`src/rtl/core/nmea_rmc_time_date_extractor_macros.svh`:
```
// Assertion macros for the NMEA RMC time and date extractor.
// Used by files that include this header; no other dependencies.
// Assumes the including module has a clock clk and an active-low reset arst_n.
`ifndef NMEA_RMC_TIME_DATE_EXTRACTOR_MACROS_SVH
`define NMEA_RMC_TIME_DATE_EXTRACTOR_MACROS_SVH
`ifndef SYNTHESIS
// Property that must hold at every clock edge outside reset.
`define NRTD_ASSERT(label, prop) \
	label: assert property (@(posedge clk) disable iff (!arst_n) (prop)) \
		else $error("nrtd assertion failed");
// When ante holds, cons must hold in the following cycle.
`define NRTD_ASSERT_NEXT(label, ante, cons) \
	label: assert property (@(posedge clk) disable iff (!arst_n) (ante) |=> (cons)) \
		else $error("nrtd assertion failed");
`else
`define NRTD_ASSERT(label, prop)
`define NRTD_ASSERT_NEXT(label, ante, cons)
`endif
`endif

```
`src/rtl/core/nrtd_pkg.sv`:
```
// Package for the NMEA RMC time and date extractor.
// Holds the sentence phase type, character codes, field numbers and the prefix lookup; no dependencies.
`default_nettype none

package nrtd_pkg;

	typedef enum logic [1:0] {
		PH_IDLE   = 2'd0,
		PH_PREFIX = 2'd1,
		PH_FIELDS = 2'd2
	} phase_t;

	localparam logic [7:0] CHAR_DOLLAR = 8'h24;
	localparam logic [7:0] CHAR_COMMA  = 8'h2C;
	localparam logic [7:0] CHAR_ZERO   = 8'h30;
	localparam logic [7:0] CHAR_NINE   = 8'h39;

	localparam logic [2:0] PREFIX_LEN = 3'd5;

	localparam logic [3:0] TIME_FIELD = 4'd1;
	localparam logic [3:0] DATE_FIELD = 4'd9;

	// Expected character of the "GPRMC" prefix at a given position.
	function automatic logic [7:0] prefix_char(input logic [2:0] pos);
		logic [7:0] ch;
		unique case (pos)
			3'd0: ch = 8'h47; // G
			3'd1: ch = 8'h50; // P
			3'd2: ch = 8'h52; // R
			3'd3: ch = 8'h4D; // M
			3'd4: ch = 8'h43; // C
			default: ch = 8'h00;
		endcase
		return ch;
	endfunction

endpackage

`default_nettype wire

```
`src/rtl/core/nmea_rmc_time_date_extractor.sv`:
```
// Each character is captured in the input register and parsed from there; the result word of a
// closing comma is loaded into the result register as that comma leaves the input register.
// Throughput: one input character per cycle while no stall is in effect.
// The only wait comes from a full result register under out_stall when a sentence closes.
// Reset (arst_n low, asynchronous) returns the parser to idle, waiting for a dollar sign,
// and clears the captured time, date and presence flags.
// Depends on nrtd_pkg and nmea_rmc_time_date_extractor_macros.svh.
`default_nettype none

module nmea_rmc_time_date_extractor (
	input  wire logic       clk,
	input  wire logic       arst_n,
	input  wire logic       in_valid,
	output logic            in_stall,
	input  wire logic [7:0] data_byte,
	output logic            out_valid,
	input  wire logic       out_stall,
	output logic [7:0]      hours_bcd,
	output logic [7:0]      minutes_bcd,
	output logic [7:0]      seconds_bcd,
	output logic [7:0]      hundredths_bcd,
	output logic [7:0]      day_bcd,
	output logic [7:0]      month_bcd,
	output logic [7:0]      year_bcd,
	output logic            time_present,
	output logic            date_present
);
	import nrtd_pkg::*;

`include "nmea_rmc_time_date_extractor_macros.svh"

	// Input register: one received character waiting to be parsed.
	logic       valid_s1;
	logic [7:0] byte_s1;

	// Parser state.
	phase_t      phase_q,  phase_d;
	logic [2:0]  prefix_pos_q, prefix_pos_d;
	logic [3:0]  field_num_q,  field_num_d;
	logic [3:0]  char_pos_q,   char_pos_d;
	logic [4:0]  pend_q,       pend_d;
	logic [31:0] time_q,       time_d;
	logic [23:0] date_q,       date_d;
	logic [1:0]  flags_q,      flags_d;

	// Result register.
	logic        out_valid_q;
	logic [31:0] out_time_q;
	logic [23:0] out_date_q;
	logic [1:0]  out_flags_q;

	logic       emit;
	logic       out_free;
	logic       s1_adv;
	logic       is_digit;
	logic [3:0] dval;
	logic       is_time;
	logic       is_date;
	logic       slot_ok;
	logic       slot_first;
	logic [1:0] slot;
	logic       wr_en;
	logic [7:0] wr_val;

	// The result register can take a new word when it is empty or being drained.
	assign out_free = !out_valid_q || !out_stall;
	// A character without a result always moves on; a closing comma that emits a result needs room.
	assign s1_adv   = valid_s1 && (!emit || out_free);
	assign in_stall = valid_s1 && !s1_adv;

	assign is_digit = (byte_s1 >= CHAR_ZERO) && (byte_s1 <= CHAR_NINE);
	// ASCII digits carry their value in the low nibble.
	assign dval     = is_digit ? byte_s1[3:0] : 4'h0;
	assign is_time  = (field_num_q == TIME_FIELD);
	assign is_date  = (field_num_q == DATE_FIELD);

	// Where a character of the time or date field lands. The time field is
	// hhmmss.ss: the dot at position 6 is skipped and the hundredths pair sits
	// at positions 7 and 8. The date field is ddmmyy.
	always_comb begin
		slot_ok    = 1'b0;
		slot_first = 1'b0;
		slot       = 2'd0;
		if (is_time) begin
			if (char_pos_q <= 4'd5) begin
				slot_ok    = 1'b1;
				slot_first = !char_pos_q[0];
				slot       = 2'd3 - char_pos_q[2:1];
			end else if (char_pos_q == 4'd7 || char_pos_q == 4'd8) begin
				slot_ok    = 1'b1;
				slot_first = (char_pos_q == 4'd7);
				slot       = 2'd0;
			end
		end else if (is_date) begin
			if (char_pos_q <= 4'd5) begin
				slot_ok    = 1'b1;
				slot_first = !char_pos_q[0];
				slot       = 2'd2 - char_pos_q[2:1];
			end
		end
	end

	// Byte written into the captured value. A leading digit is stored alone at
	// once, so a pair cut short by a non-digit or the field end keeps it; a
	// leading non-digit stores zero and blocks the second character.
	always_comb begin
		wr_en  = 1'b0;
		wr_val = 8'h00;
		if (slot_ok) begin
			if (slot_first) begin
				wr_en  = 1'b1;
				wr_val = {4'h0, dval};
			end else if (pend_q[4] && is_digit) begin
				wr_en  = 1'b1;
				wr_val = {pend_q[3:0], dval};
			end
		end
	end

	// Next state of the parser for the character in the input register.
	always_comb begin
		phase_d      = phase_q;
		prefix_pos_d = prefix_pos_q;
		field_num_d  = field_num_q;
		char_pos_d   = char_pos_q;
		pend_d       = pend_q;
		time_d       = time_q;
		date_d       = date_q;
		flags_d      = flags_q;
		emit         = 1'b0;
		if (byte_s1 == CHAR_DOLLAR) begin
			// A dollar sign always starts a new sentence, even mid-sentence.
			phase_d      = PH_PREFIX;
			prefix_pos_d = 3'd0;
			field_num_d  = 4'd0;
			char_pos_d   = 4'd0;
			pend_d       = 5'd0;
			time_d       = 32'd0;
			date_d       = 24'd0;
			flags_d      = 2'b00;
		end else begin
			unique case (phase_q)
				PH_PREFIX: begin
					if (prefix_pos_q < PREFIX_LEN && byte_s1 == prefix_char(prefix_pos_q)) begin
						prefix_pos_d = prefix_pos_q + 3'd1;
						if (prefix_pos_q == PREFIX_LEN - 3'd1) begin
							phase_d = PH_FIELDS;
						end
					end else begin
						phase_d = PH_IDLE;
					end
				end
				PH_FIELDS: begin
					if (byte_s1 != CHAR_COMMA) begin
						if (is_time) begin
							flags_d[0] = 1'b1;
						end
						if (is_date) begin
							flags_d[1] = 1'b1;
						end
						if (slot_ok) begin
							if (slot_first) begin
								pend_d = is_digit ? {1'b1, dval} : 5'd0;
							end else begin
								pend_d = 5'd0;
							end
						end
						if (wr_en && is_time) begin
							time_d[{slot, 3'b000} +: 8] = wr_val;
						end
						if (wr_en && is_date) begin
							date_d[{slot, 3'b000} +: 8] = wr_val;
						end
						if (char_pos_q != 4'hF) begin
							char_pos_d = char_pos_q + 4'd1;
						end
					end else if (field_num_q >= DATE_FIELD) begin
						// The comma closing the date field ends the sentence.
						phase_d = PH_IDLE;
						emit    = (flags_q != 2'b00);
					end else begin
						field_num_d = field_num_q + 4'd1;
						char_pos_d  = 4'd0;
						pend_d      = 5'd0;
					end
				end
				default: begin
					phase_d = PH_IDLE;
				end
			endcase
		end
	end

	// Input register.
	always_ff @(posedge clk or negedge arst_n) begin
		if (!arst_n) begin
			valid_s1 <= 1'b0;
		end else if (!in_stall) begin
			valid_s1 <= in_valid;
		end
	end

	always_ff @(posedge clk) begin
		if (in_valid && !in_stall) begin
			byte_s1 <= data_byte;
		end
	end

	// Parser state advances once per character leaving the input register.
	always_ff @(posedge clk or negedge arst_n) begin
		if (!arst_n) begin
			phase_q      <= PH_IDLE;
			prefix_pos_q <= 3'd0;
			field_num_q  <= 4'd0;
			char_pos_q   <= 4'd0;
			pend_q       <= 5'd0;
			time_q       <= 32'd0;
			date_q       <= 24'd0;
			flags_q      <= 2'b00;
		end else if (s1_adv) begin
			phase_q      <= phase_d;
			prefix_pos_q <= prefix_pos_d;
			field_num_q  <= field_num_d;
			char_pos_q   <= char_pos_d;
			pend_q       <= pend_d;
			time_q       <= time_d;
			date_q       <= date_d;
			flags_q      <= flags_d;
		end
	end

	// Result register: holds the word until the downstream side takes it.
	always_ff @(posedge clk or negedge arst_n) begin
		if (!arst_n) begin
			out_valid_q <= 1'b0;
		end else if (out_free) begin
			out_valid_q <= s1_adv && emit;
		end
	end

	always_ff @(posedge clk) begin
		if (s1_adv && emit) begin
			out_time_q  <= time_q;
			out_date_q  <= date_q;
			out_flags_q <= flags_q;
		end
	end

	assign out_valid      = out_valid_q;
	assign hours_bcd      = out_time_q[31:24];
	assign minutes_bcd    = out_time_q[23:16];
	assign seconds_bcd    = out_time_q[15:8];
	assign hundredths_bcd = out_time_q[7:0];
	assign day_bcd        = out_date_q[23:16];
	assign month_bcd      = out_date_q[15:8];
	assign year_bcd       = out_date_q[7:0];
	assign time_present   = out_flags_q[0];
	assign date_present   = out_flags_q[1];

	// A result word is only produced when one of the fields was seen.
	`NRTD_ASSERT(a_result_has_field, out_valid_q |-> (out_flags_q != 2'b00))
	// The field phase is reached only through a complete prefix match.
	`NRTD_ASSERT(a_fields_after_prefix, (phase_q == PH_FIELDS) |-> (prefix_pos_q == PREFIX_LEN))
	// Field numbering never runs past the date field.
	`NRTD_ASSERT(a_field_bound, field_num_q <= DATE_FIELD)
	// Input back-pressure (only while a closing comma waits for a busy result register) keeps the character held.
	`NRTD_ASSERT_NEXT(a_stall_cause, in_stall, valid_s1)

endmodule

`default_nettype wire
```
`config.mk`:
```
export PLATFORM = sky130hd
export DESIGN_NAME = nmea_rmc_time_date_extractor
export DESIGN_NICKNAME = d
export VERILOG_FILES = /design/src/rtl/core/nrtd_pkg.sv /design/src/rtl/core/nmea_rmc_time_date_extractor.sv
export VERILOG_INCLUDE_DIRS = /design/src /design/src/rtl/core
export SDC_FILE = /design/constraint.sdc
export NUM_CORES = 1
export LEC_CHECK = 0
export ABC_AREA = 1
export BUFFER_PORTS_ARGS = -buffer_cell sky130_fd_sc_hd__buf_4
export CORE_UTILIZATION = 25
export DETAILED_ROUTE_END_ITERATION = 12
export PLACE_DENSITY_LB_ADDON = 0.3
export SLEW_MARGIN = 20
export SYNTH_ARGS = -nofsm -noshare
export SYNTH_HDL_FRONTEND = slang
export SYNTH_SLANG_ARGS = --single-unit
```
`constraint.sdc`:
```
create_clock -name clk -period 5.95 [get_ports clk]
set_clock_uncertainty 0.15 [all_clocks]
set_input_delay 1.19 -clock clk [delete_from_list [all_inputs] [get_ports clk]]
set_output_delay 1.19 -clock clk [all_outputs]
set_load 0.05 [all_outputs]
```
Word level (Yosys, flattened, before mapping)
Index checks and enable logic that the tools add are counted.
{"block": "word_totals", "ff_bits": 144, "input_bits": 12, "out_inout_bits": 60, "word_cells": 157}
{"block": "classes", "addsub": 6, "n_lt_le_gt_ge": 5, "n_eq_ne": 22, "shift": 4, "mux": 68, "reduce_logical": 37}
{"operator": "$mux W32", "count": 4}
{"operator": "$mux W24", "count": 4}
{"operator": "$mux W4", "count": 10}
{"operator": "$mux W8", "count": 5}
{"operator": "$mux W5", "count": 7}
{"operator": "$pmux W7 S5", "count": 1}
{"operator": "$bwmux W32", "count": 1}
{"operator": "$reduce_and A4 Y1", "count": 8}
{"operator": "$shift A8 B7 Y32 const A", "count": 1}
{"operator": "$shiftx A8 B7 Y32", "count": 1}
{"operator": "$bwmux W24", "count": 1}
{"operator": "$mux W2", "count": 12}
{"operator": "$shift A8 B7 Y24 const A", "count": 1}
{"operator": "$shiftx A8 B7 Y24", "count": 1}
{"operator": "$mux W1", "count": 19}
{"operator": "$reduce_bool A2 Y1", "count": 9}
{"operator": "$ne A3 B3 Y1 const B", "count": 4}
{"operator": "$logic_and A1 B1 Y1", "count": 9}
{"operator": "$mux W3", "count": 3}
{"operator": "$add A4 B1 Y4 const B", "count": 2}
{"operator": "$eq A4 B4 Y1 const B", "count": 2}
{"operator": "$eq A8 B6 Y1 const B", "count": 1}
{"operator": "$eq A8 B8 Y1", "count": 1}
{"operator": "$ge A8 B6 Y1 const B", "count": 1}
{"operator": "other kinds (23)", "count": 34}

Longest topological paths before layout
Gate-level depths: netlist of the first run.
{"block": "logic_depth", "ltp_word": 13, "mapped_depth": 16, "depth_no_buf": 16}

Worst setup path before layout of the first run
No wires, ideal clock.
{"block": "synth_timing", "kind": "input port to flip-flop", "start": "in out_stall", "end": "reg out_date_q[0] (enable)", "setup_ns": 0.474, "t_arrival_ns": 3.914, "required_ns": 5.326, "path_slack_ns": 1.412, "cell_stages": 5, "n_path_buf": 0, "path_cell_list": "nand2_1 -> inv_1 -> nand4_2 -> nand2_1 -> nor2_1"}
{"block": "synth_via", "elab_chain_cells": 5}
{"element": "from (decl)", "line": "nmea_rmc_time_date_extractor.sv:17", "text": "input wire logic out_stall,"}
{"element": "$logic_not A1 Y1", "line": "nmea_rmc_time_date_extractor.sv:66", "text": "assign out_free = !out_valid_q || !out_stall;"}
{"element": "$logic_or A1 B1 Y1", "line": "nmea_rmc_time_date_extractor.sv:66"}
{"element": "$logic_or A1 B1 Y1", "line": "nmea_rmc_time_date_extractor.sv:68", "text": "assign s1_adv = valid_s1 && (!emit || out_free);"}
{"element": "$logic_and A1 B1 Y1", "line": "nmea_rmc_time_date_extractor.sv:68"}
{"element": "$logic_and A1 B1 Y1", "line": "nmea_rmc_time_date_extractor.sv:242", "text": "if (s1_adv && emit) begin"}
{"element": "to (signal assigned)", "line": "nmea_rmc_time_date_extractor.sv:244", "text": "out_date_q <= date_q;"}
{"element": "to (decl)", "line": "nmea_rmc_time_date_extractor.sv:49", "text": "logic [23:0] out_date_q;"}
No other way between the ends.
A chain may end at the register's enable or synchronous reset.

Worst setup path in the final report of the first run
{"block": "layout_timing", "start": "reg byte_s1[1]", "end": "out in_stall"}
{"block": "layout_via", "elab_chain_cells": 9}
{"element": "from (decl)", "line": "nmea_rmc_time_date_extractor.sv:34", "text": "logic [7:0] byte_s1;"}
{"element": "from (signal assigned)", "line": "nmea_rmc_time_date_extractor.sv:205", "text": "byte_s1 <= data_byte;"}
{"element": "$ne A8 B6 Y1", "line": "nmea_rmc_time_date_extractor.sv:154", "text": "if (byte_s1 != CHAR_COMMA) begin"}
{"element": "$mux W1", "line": "nmea_rmc_time_date_extractor.sv:154"}
{"element": "$mux W1", "line": "nmea_rmc_time_date_extractor.sv:142", "text": "unique case (phase_q)"}
{"element": "$mux W1 *", "line": "nmea_rmc_time_date_extractor.sv:131", "text": "if (byte_s1 == CHAR_DOLLAR) begin"}
{"element": "$logic_not A1 Y1 *", "line": "nmea_rmc_time_date_extractor.sv:68"}
{"element": "$logic_or A1 B1 Y1 *", "line": "nmea_rmc_time_date_extractor.sv:68"}
{"element": "$logic_and A1 B1 Y1 *", "line": "nmea_rmc_time_date_extractor.sv:68"}
{"element": "$logic_not A1 Y1 *", "line": "nmea_rmc_time_date_extractor.sv:69", "text": "assign in_stall = valid_s1 && !s1_adv;"}
{"element": "$logic_and A1 B1 Y1 *", "line": "nmea_rmc_time_date_extractor.sv:69"}
{"element": "to (decl)", "line": "nmea_rmc_time_date_extractor.sv:14", "text": "output logic in_stall,"}
Every way passes the cells marked *; elsewhere a longest branch is shown, timed or not.

==> metrics.txt, run 1 <==
run status=finished clean; fin crit period=3440 ps; via-per-instance ratio=4.10; DRC Markers=0; Seq pwr share=48.2%; Tcrit/Tclk final=57.8%; critical path startpoint category=flop; Die Width=160 um; syn_area_per_cell=10.0 um2; area of the multi-input gates=0.00207 mm2; fin util=roughly a third; area fraction of the dominant cell type after synthesis=31.8%; Clock transition at path regs=~60 ps; first-pass GRT wire length=22,300 um; logic gate share of total power=9.1%; count of final max-slew check failures=0; P per Cell Area=298 mW/mm2; Synth Area in Compound Gates=2.89%; DRT Pass-1 Iters=5; Leak=about 3.8 nW; Clock Tree Buf Depth=2; Post-CTS Setup Bufs=0; Max-slew headroom=47.2%; switching part of the total=26.5%; sequential area share after synthesis=63.1%; Routed WL=13,700 um; hold_buf cts=0; Syn-to-layout area delta=23.7%; overflow left after global routing=0; clk_lat worst skew=430 ps; global-route usage over all layers=a little under an eighth; CP Capture Type=output pin; Net Count, Synth=652; peak supply drop=0.000156 V; Root Driver=clkbuf_16; CTS tree=done; routed length per instance=around 13 um; die height=160 um; FP Rows=57; Hold Path Class=reg -> reg; kind of critical path=reg -> out; Hold WS=301 ps; Post-CTS Resized=0; Routed Antenna Nets=0; Fill cells=2,559; XOR/XNOR Fraction of Synth Area=0.281%; initial antenna violation count=0; switching pwr=0.611 mW; number of global-route vias before repair=between 4,000 and 5,000; largest net degree at the start of global routing=79; end of the worst register-to-register path=out_date_q[18]$_DFFE_PP_; CP max FO=5; Core ar.=approximately 0.024 mm2; fraction of layout cells with a size suffix above 1=between 10% and 20%; CTS HTree Levels=4; dpl cells=1,016; post-synth top area cell=edfxtp_1; Post-synth top flop=dfrtp_1; Max Cap Viol=0; simple-gate share of the synthesized area=26.5%; Inserted Diodes=0; final net count=between 700 and 800; cell with the most instances after synthesis=nand2_1; IO Count=roughly 70; Reg area=~0.0039 mm2; EDFF count, synth=66; mux cell area share after synthesis=0%; worst hold path stage count=0; asr flop ratio synth=54.2%; Post-Synth Adder-Cell Area=3.41%; crit path DAT=2100 ps; synthesized area=0.00623 mm2; drt initial violations=188; Worst R2R Setup Slack=between 2000 and 3000 ps; CTS sink count=around 140; #FFs+latches synth=between 100 and 150; Worst-Margin Slew=790 ps; Internal=~1.7 mW; Layout Cells excl Fill=about 1,000; most instantiated cells after synthesis=nand2_1, dfrtp_1, nor2_1, edfxtp_1, inv_1; I/O Buffers=71; Max Clk Rate=0.291 GHz; RR Startpoint=byte_s1[1]$_DFFE_PP_; Num CTS Buffers=17; Fin. Hold Viols=0; Reg2Reg Depth=6; routed vias=roughly 4,300; distinct cell type count after synthesis=30; CP required=4610 ps; top cells by area, synth=edfxtp_1, dfrtp_1, nand2_1, nor2_1, ha_1; die area=0.0256 mm2; placer congestion estimate=0.811; RSZ-0062 raised after global routing=false; setup tns final=0 ps; clock share of power=42.7%; Min-Delay Endpoint=out_date_q[2]$_DFFE_PP_; Initial Utilization=25.6%; Final setup viols=0; YS warnings=0; DP HPWL=9730 um; Hold Startpoint=date_q[2]$_DFFE_PN0P_; Post-Synthesis Cells=623; combinational family with the most area after synthesis=simple AND/OR/NAND/NOR gates
-- per-stage QoR --
| stage | worst slack [ps] | power (mW) | instance area, um2 |
|---|---|---|---|
| after floorplan | 1410 | 1.28 | 6230 |
| after global placement | 2600 | 1.34 | 7170 |
| after detailed placement | 2560 | 1.34 | 7170 |
| after CTS | 2500 | 2.33 | 7710 |
| after global routing | 2350 | 2.42 | 7710 |
| final | 2510 | 2.30 | 7710 |
-- layer usage --
metal  up-vias  wire [um]  part of all wire (%)  GRT usage, %
met1      1994       6750                    49          15.0
met4         0         68                  0.50          3.12
met5         -          0                     0             0
met2        83       6200                    45          17.6
li1       2212          -                     -             -
met3         4        660                   4.8          3.69
-- logic make-up (layout without fill, tap and decap cells) --
family / after synthesis / after routing
compound gates: 33 / 33
xor+xnor: 2 / 2
fa+ha+maj: 17 / 17
buf+inv: 60 / 161
flops: 144 / 144
simple gates: 367 / 367
-- placed cells by master (no fill, tap or decap), drive strengths merged, types with 17 or more instances in the layout --
cell type	synthesis	layout
nand2	226	226
dfrtp	78	78
nor2	77	77
buf	3	73
edfxtp	66	66
inv	56	62
nand3	36	36
clkbuf	1	19
o21ai	17	17
ha	17	17
-- worst max-delay path by stage --
stage	from	end	slack, ps	cells past startpoint
6_report	byte_s1[1]$_DFFE_PP_	in_stall	2510	6
3_5_place_dp	out_stall	out_date_q[18]$_DFFE_PP_	2560	7
5_1_grt	byte_s1[1]$_DFFE_PP_	in_stall	2350	6
2_1_floorplan	out_stall	out_date_q[0]$_DFFE_PP_	1410	5
4_1_cts	byte_s1[1]$_DFFE_PP_	in_stall	2500	6
3_3_place_gp	out_stall	out_time_q[19]$_DFFE_PP_	2600	7
-- area by class of cell --
type,count,share of cell area (%)
clock buffers,19,5.61
clock inverters,13,1.38
inverters,56,2.76
multi-input cells,419,26.8
flip-flops and latches,144,51.0
well taps,324,5.26
repair buffers,73,7.15
-- sequential cells by signal (all words and copies together) (netlist names) --
| signal | cells |
|---|---|
| out_time_q | 32 |
| time_q | 32 |
| date_q | 24 |
| out_date_q | 24 |
| byte_s1 | 8 |
| pend_q | 5 |
| char_pos_q | 4 |
| field_num_q | 4 |
| prefix_pos_q | 3 |
| flags_q | 2 |
| out_flags_q | 2 |
| phase_q | 2 |
| out_valid | 1 |
| valid_s1 | 1 |
-- power groups by stage --
stage / Combinational [mW] / Clock, mW / Sequential [mW]
global route: 0.246 / 1.06 / 1.11
finish: 0.210 / 0.982 / 1.11
global placement: 0.210 / 0 / 1.13
CTS: 0.212 / 1.01 / 1.11
detailed placement: 0.210 / 0 / 1.13
floorplan: 0.160 / 0 / 1.12
-- worst max-delay path, cell delays in order, from the launching register on --
cell and delay (ps):
edfxtp_1 460, nor2_1 170, nand2_1 70, nor2_1 350
nand4_2 210, nor2_1 180, buf_4 220
No activity file was read; power rests on OpenSTA's default activity.
==> run 2, diff against run 1 <==
--- a/config.mk
+++ b/config.mk
@@ -6,7 +6,7 @@
 export SDC_FILE = /design/constraint.sdc
 export NUM_CORES = 1
 export LEC_CHECK = 0
-export ABC_AREA = 1
+export ABC_AREA = 0
 export BUFFER_PORTS_ARGS = -buffer_cell sky130_fd_sc_hd__buf_4
 export CORE_UTILIZATION = 25
 export DETAILED_ROUTE_END_ITERATION = 12
==> constraint.sdc (replaced) <==
create_clock -name clk -period 3.2 [get_ports clk]
set_clock_uncertainty 0.15 [all_clocks]
set_input_delay 0.64 -clock clk [delete_from_list [all_inputs] [get_ports clk]]
set_output_delay 0.64 -clock clk [all_outputs]
set_load 0.05 [all_outputs]
==> run 2 against run 1 <==
Compared with the run above: die area fell by 2.0%; synthesized area decreased by 2.0%; clock power grew 100%; core utilization grew 1.6 points; flip-flop and latch count did not move; cell count down 16%; non-clock buffer count increased by 23; count of clock-buffer cells in the layout shrank 1; register-to-register slack lost 2700 ps; sequential share of layout area shrank 0.93 points; wire length rose by 1.0%; critical path depth grew 2; critical path type unchanged; largest cell class unchanged.
==> metrics.txt, run 2 <==
sequential area share after synthesis=64.4% (was 63.1%); final net count=574 (was 740); #FFs+latches synth=144 (unchanged); setup tns final=0 ps (unchanged); die height=158 um (was 160 um); largest net degree at the start of global routing=79 (unchanged); Max-slew headroom=49.4% (was 47.2%); routed wl met2=6650 um (was 6200 um); Fin. Hold Viols=0 (unchanged); most frequent cells in the layout=buf_4, dfrtp_1, edfxtp_1 (was nand2_1, dfrtp_1, buf_4); Worst R2R Setup Slack=240 ps (was 2960 ps); commonest non-fill, non-tap cell in the layout=buf_4 (was nand2_1); Final setup viols=0 (unchanged); fraction of layout cells with a size suffix above 1=32.1% (was 18.6%); Clock Tree Buf Depth=2 (unchanged); DRT Pass-1 Iters=7 (was 5); hold_buf cts=0 (unchanged); Max Cap Viol=0 (unchanged); CP max FO=4 (was 5); CTS sink count=144 (unchanged); Leak=3.32 nW (was 3.83 nW); routed vias=3,954 (was 4,293); Crit path largest cell delay=520 ps (was 460 ps); RR Startpoint=char_pos_q[1]$_DFFE_PN0P_ (was byte_s1[1]$_DFFE_PP_); CTS tree=done (unchanged); crit path DAT=2320 ps (was 2100 ps); critical path startpoint category=flop (unchanged); IO Count=72 (unchanged); Inserted Diodes=0 (unchanged); Syn-to-layout area delta=28.6% (was 23.7%); P per Cell Area=529 mW/mm2 (was 298 mW/mm2); CTS HTree Levels=4 (unchanged); CP bufs+invs=3 (was 1); fin util=33.2% (was 31.6%); clk_lat worst skew=410 ps (was 430 ps); M1 WL=6270 um (was 6750 um); initial antenna violation count=0 (unchanged); area fraction of the dominant cell type after synthesis=32.5% (was 31.8%); end of the worst register-to-register path=time_q[3]$_DFFE_PN0P_ (was out_date_q[18]$_DFFE_PP_); Root Driver=clkbuf_16 (unchanged); Routed Antenna Nets=0 (unchanged); Die Width=158 um (was 160 um); EDFF count, synth=66 (unchanged); cell with the most instances after synthesis=dfrtp_1 (was nand2_1); Routed WL=13,800 um (was 13,700 um); number of global-route vias before repair=4,031 (was 4,237); fin crit period=3110 ps; most frequent CP cell=inv_2 (was nor2_1); Tcrit/Tclk final=97.3%; Num CTS Buffers=17 (unchanged); syn_area_per_cell=13.8 um2 (was 10.0 um2); global-route usage over all layers=11.8% (was 11.3%); YS warnings=0 (unchanged); Net Count, Synth=470 (was 652); Highest Signal Layer=met4 (unchanged); RSZ-0062 raised after global routing=true (was false); die area=0.0251 mm2 (was 0.0256 mm2); Clock transition at path regs=60 ps (about the same); synthesized area=0.00611 mm2 (was 0.00623 mm2); via-per-instance ratio=4.51 (was 4.10); Max Clk Rate=0.321 GHz; kind of critical path=reg -> out (unchanged); CP delay by family, top=simple AND/OR/NAND/NOR gates (unchanged); count of final max-slew check failures=0 (unchanged); crit path from=field_num_q[0]$_DFFE_PN0P_ (was byte_s1[1]$_DFFE_PP_); DRC Markers=0 (unchanged); post-synth top area cell=edfxtp_1 (unchanged); top cells by area, synth=edfxtp_1, dfrtp_1, mux2_2, ha_1, a22o_1 (was edfxtp_1, dfrtp_1, nand2_1, nor2_1, ha_1); peak supply drop=0.000324 V (was 0.000156 V); DP HPWL=10,100 um (was 9730 um); I/O Buffers=71 (unchanged); Worst-Margin Slew=758 ps (was 790 ps); asr flop ratio synth=54.2% (unchanged); CP max stage cell=or4b_4 (was edfxtp_1); CP Depth=8 (was 6); WL met3=703 um (was 660 um); first-pass GRT wire length=22,100 um (was 22,300 um); Core ar.=0.0237 mm2 (was 0.0244 mm2); FP Rows=56 (was 57); Post-synth top flop=dfrtp_1 (unchanged); crit-path cells=inv_2, ha_2, or3b_4, or4b_4, nor2_4, nand4_1, inv_2, buf_8 (was nor2_1, nand2_1, nor2_1, nand4_2, nor2_1, buf_4); overflow left after global routing=0 (unchanged); CP Capture Type=output pin (unchanged); CP required=2410 ps (was 4610 ps); Initial Utilization=25.8% (was 25.6%); Post-Synthesis Cells=441 (was 623); most instantiated cells after synthesis=dfrtp_1, edfxtp_1, mux2_2, nand2_1, nor2_1 (was nand2_1, dfrtp_1, nor2_1, edfxtp_1, inv_1); routed length per instance=15.7 um (was 13.0 um); placer congestion estimate=0.864 (was 0.811); Hold Path Class=in -> async (was reg -> reg); run status=finished clean (unchanged); drt initial violations=201 (was 188); distinct cell type count after synthesis=64 (was 30); Reg2Reg Depth=9 (was 6); leading registers by flop count=out_time_q x32, time_q x32 (unchanged)
run 2: worst register-to-register path, cell delays in order (launching register included):
cell and delay, ps:
dfrtp_1 420, inv_1 130, ha_1 250, nor3b_2 250
mux2i_1 390, a22o_1 220, nand3_2 210, o31ai_4 320
buf_12 160, mux2_2 330
run 2: logic make-up (layout without fill, tap and decap cells):
kind of cell             Yosys count  in the layout  share of synthesized area, %
buffers and inverters             28            145                          1.95
AO/OA/AOI/OAI                     86             86                          11.1
flip-flops                       144            144                          64.4
XOR/XNOR                           2              2                         0.287
multiplexers                      35             35                          6.43
adder cells (fa/ha/maj)           17             17                          3.48
AND/OR/NAND/NOR                  129            129                          12.4
run 2: cell type report:
| type | count | area, um2 |
|---|---|---|
| fill | 2387 | 15800 |
| sequential | 144 | 3930 |
| multi-input combinational | 269 | 2100 |
| timing repair buffer | 96 | 769 |
| clock buffer | 18 | 429 |
| tap | 319 | 399 |
| clock inverter | 14 | 163 |
| inverter | 17 | 63.8 |
run 2: routing by layer:
metal	up-vias	global-route usage [%]
li1	1868	-
met1	1976	15.1
met2	92	18.9
met3	18	3.16
met4	0	4.49
met5	-	0
run 2: how the worst max path moves through the flow:
stage,endpoint,slack [ps]
6_report,in_stall,90
2_1_floorplan,out_date_q[0]$_DFFE_PP_,-130
3_3_place_gp,time_q[10]$_DFFE_PN0P_,340
5_1_grt,in_stall,-30
4_1_cts,in_stall,30
3_5_place_dp,time_q[3]$_DFFE_PN0P_,200
run 2: metrics by stage:
stage               total power [mW]  instance area [um2]  hold WS (ps)  std cells  worst slack, ps
floorplan                       2.12                 6140           194        441             -131
global placement                2.19                 7180           289        840              339
detailed placement              2.20                 7180           288        840              199
CTS                             4.20                 7780           231        873             27.5
global route                    4.30                 7860           158        877            -29.7
finish                          4.15                 7860          62.8        877             87.9
run 2: report_power, final:
part | switching (mW) | internal, mW | total [mW] | leakage (nW)
Combinational | 0.128 | 0.0792 | 0.208 | 1.35
Sequential | 0.0212 | 1.94 | 1.96 | 1.68
Clock | 0.760 | 1.22 | 1.98 | 0.284
Total | 0.909 | 3.24 | 4.15 | 3.32
run 2: repair_timing:
| action | CTS | global route |
|---|---|---|
| buffers inserted | 1 | 4 |
| pin swaps | 0 | 4 |
| gates resized for setup | 1 | 8 |
| setup endpoints to repair | 1 | 6 |
==> run 3, diff against run 2 <==
--- a/config.mk
+++ b/config.mk
@@ -8,9 +8,11 @@
 export LEC_CHECK = 0
 export ABC_AREA = 0
 export BUFFER_PORTS_ARGS = -buffer_cell sky130_fd_sc_hd__buf_4
+export CAP_MARGIN = 20
 export CORE_UTILIZATION = 25
 export DETAILED_ROUTE_END_ITERATION = 12
 export PLACE_DENSITY_LB_ADDON = 0.3
+export REMOVE_ABC_BUFFERS = 1
 export SLEW_MARGIN = 20
 export SYNTH_ARGS = -nofsm -noshare
 export SYNTH_HDL_FRONTEND = slang
==> run 3 against run 2 <==
Compared with the run above: flip-flop and latch count stayed put; critical endpoint unchanged; critical path type unchanged; first-iteration DRC count increased by 17%; setup slack improved by 67 ps; largest cell class unchanged.
==> metrics.txt, run 3 (synthesized netlist as in run 2, its figures left out) <==
commonest non-fill, non-tap cell in the layout=buf_4 (unchanged); critical path startpoint category=flop (unchanged); setup tns final=0 ps (unchanged); initial antenna violation count=0 (unchanged); DRT Pass-1 Iters=4 (was 7); Syn-to-layout area delta=26.9% (was 28.6%); Fill cells=2,401 (was 2,387); CP max FO=4 (unchanged); Inserted Diodes=0 (unchanged); Max Clk Rate=0.328 GHz (was 0.321 GHz); run status=finished clean (unchanged); crit path DAT=2260 ps (was 2320 ps); CTS tree=done (unchanged); largest net degree at the start of global routing=79 (unchanged); Final setup viols=0 (unchanged); overflow left after global routing=0 (unchanged); crit-path cells=inv_1, ha_1, or3b_4, or4b_4, nor2_2, nand4_1, inv_1, buf_6 (was inv_2, ha_2, or3b_4, or4b_4, nor2_4, nand4_1, inv_2, buf_8); peak supply drop=0.000290 V (was 0.000324 V); die height=158 um (unchanged); P per Cell Area=513 mW/mm2 (was 529 mW/mm2); Initial Utilization=25.8% (unchanged); Fin. Hold Viols=0 (unchanged); Crit path largest cell delay=490 ps (was 520 ps); DP HPWL=10,000 um (was 10,100 um); clk_lat worst skew=420 ps (was 410 ps); Routed WL=13,900 um (was 13,800 um); Clock Tree Buf Depth=2 (unchanged); first-pass GRT wire length=22,000 um (was 22,100 um); Clock transition at path regs=60 ps (about the same); leading registers by flop count=out_time_q x32, time_q x32 (unchanged); total power=3.98 mW (was 4.15 mW); fraction of layout cells with a size suffix above 1=31.1% (was 32.1%); via-per-instance ratio=4.50 (was 4.51); Max-slew headroom=50.8% (was 49.4%); routed vias=3,953 (was 3,954); clock share of power=45.4% (was 47.7%); Hold WS=63.1 ps (was 62.8 ps); Max Cap Viol=0 (unchanged); CP required=2410 ps (about the same); Num CTS Buffers=17 (unchanged); CP bufs+invs=3 (unchanged); CTS sink count=144 (unchanged); Hold Path Class=in -> async (unchanged); final net count=576 (was 574); kind of critical path=reg -> out (unchanged); Core ar.=0.0237 mm2 (unchanged); global-route usage over all layers=11.7% (was 11.8%); CP delay by family, top=simple AND/OR/NAND/NOR gates (unchanged); switching part of the total=22.0% (was 21.9%); Area after DPL=0.00716 mm2 (was 0.00718 mm2); Leak=3.28 nW (was 3.32 nW); fin area=0.00775 mm2 (was 0.00786 mm2); CTS HTree Levels=4 (unchanged); routed length per instance=15.8 um (was 15.7 um); count of final max-slew check failures=0 (unchanged); fin crit period=3050 ps (was 3110 ps); Seq pwr share=49.3% (was 47.3%); RSZ-0062 raised after global routing=false (was true); die area=0.0251 mm2 (unchanged); Die Width=158 um (unchanged); switching pwr=0.875 mW (was 0.909 mW); DRC Markers=0 (unchanged); Tcrit/Tclk final=95.2% (was 97.3%); hold_buf cts=0 (unchanged); number of global-route vias before repair=4,066 (was 4,031); FP Rows=56 (unchanged); most frequent CP cell=inv_1 (was inv_2); IO Count=72 (unchanged); CP Capture Type=output pin (unchanged); fin util=32.7% (was 33.2%); Worst-Margin Slew=738 ps (was 758 ps); Routed Antenna Nets=0 (unchanged); placer congestion estimate=0.845 (was 0.864); most frequent cells in the layout=buf_4, dfrtp_1, edfxtp_1 (unchanged); logic gate share of total power=5.3% (was 5.0%); Internal=3.10 mW (was 3.24 mW); drt initial violations=236 (was 201); I/O Buffers=71 (unchanged); CP max stage cell=or4b_4 (unchanged); Root Driver=clkbuf_16 (unchanged)
[run 3: cell types whose count changed in the layout (fill, tap and decap cells not counted), sizes merged]
cell    previous run  this run
clkbuf            18        20
bufinv             3         1
clkinv             6         7
buf               96        98
inv               19        17
[run 3: cell type report]
cell class / count / area [um2] / share of cell area [%]
multi-input cells: 269 / 2070 / 26.7
clock inverters: 11 / 92.6 / 1.19
inverters: 17 / 63.8 / 0.823
flip-flops and latches: 144 / 3940 / 50.8
clock buffers: 20 / 447 / 5.76
well taps: 319 / 399 / 5.15
repair buffers: 98 / 743 / 9.59
[run 3: final timing paths]
| check | cells after the start | startpoint | endpoint | slack, ps |
|---|---|---|---|---|
| min in group clk | 1 | data_byte[6] | byte_s1[6]$_DFFE_PP_ | 250 |
| max | 8 | field_num_q[1]$_DFFE_PN0P_ | in_stall | 150 |
| max in group asynchronous | 1 | arst_n | field_num_q[0]$_DFFE_PN0P_ | 2230 |
| max reg2reg | 10 | char_pos_q[1]$_DFFE_PN0P_ | time_q[3]$_DFFE_PN0P_ | 310 |
| min reg2reg | 0 | date_q[8]$_DFFE_PN0P_ | out_date_q[8]$_DFFE_PP_ | 290 |
| min | 1 | arst_n | prefix_pos_q[1]$_DFFE_PN0P_ | 60 |
[run 3: stage by stage]
stage                     setup WS, ps  std cells
after floorplan                  -2930        430
after global placement             453        843
after detailed placement           333        843
after CTS                         9.41        874
after global routing              9.88        878
final                              155        878
[run 3: per-layer routing]
metal | wire (um) | GRT usage [%] | part of all wire, %
met5 | 0 | 0 | 0
met4 | 238 | 5.13 | 1.7
met3 | 646 | 3.08 | 4.7
met2 | 6710 | 18.8 | 48
met1 | 6270 | 14.8 | 45
[run 3: power by group through the flow]
stage	registers, mW	clock network, mW	logic [mW]
CTS	1.96	1.86	0.204
floorplan	2.00	0	0.109
global route	1.96	1.94	0.237
global placement	2.00	0	0.198
detailed placement	2.00	0	0.203
finish	1.96	1.80	0.212
[run 3: repair_timing]
item | 4_1_cts | 5_1_grt
resized for setup | 2 | 4
gates cloned | 0 | 0
setup endpoints to repair | 1 | 1
buffers inserted | 0 | 4
pin swaps | 0 | 1
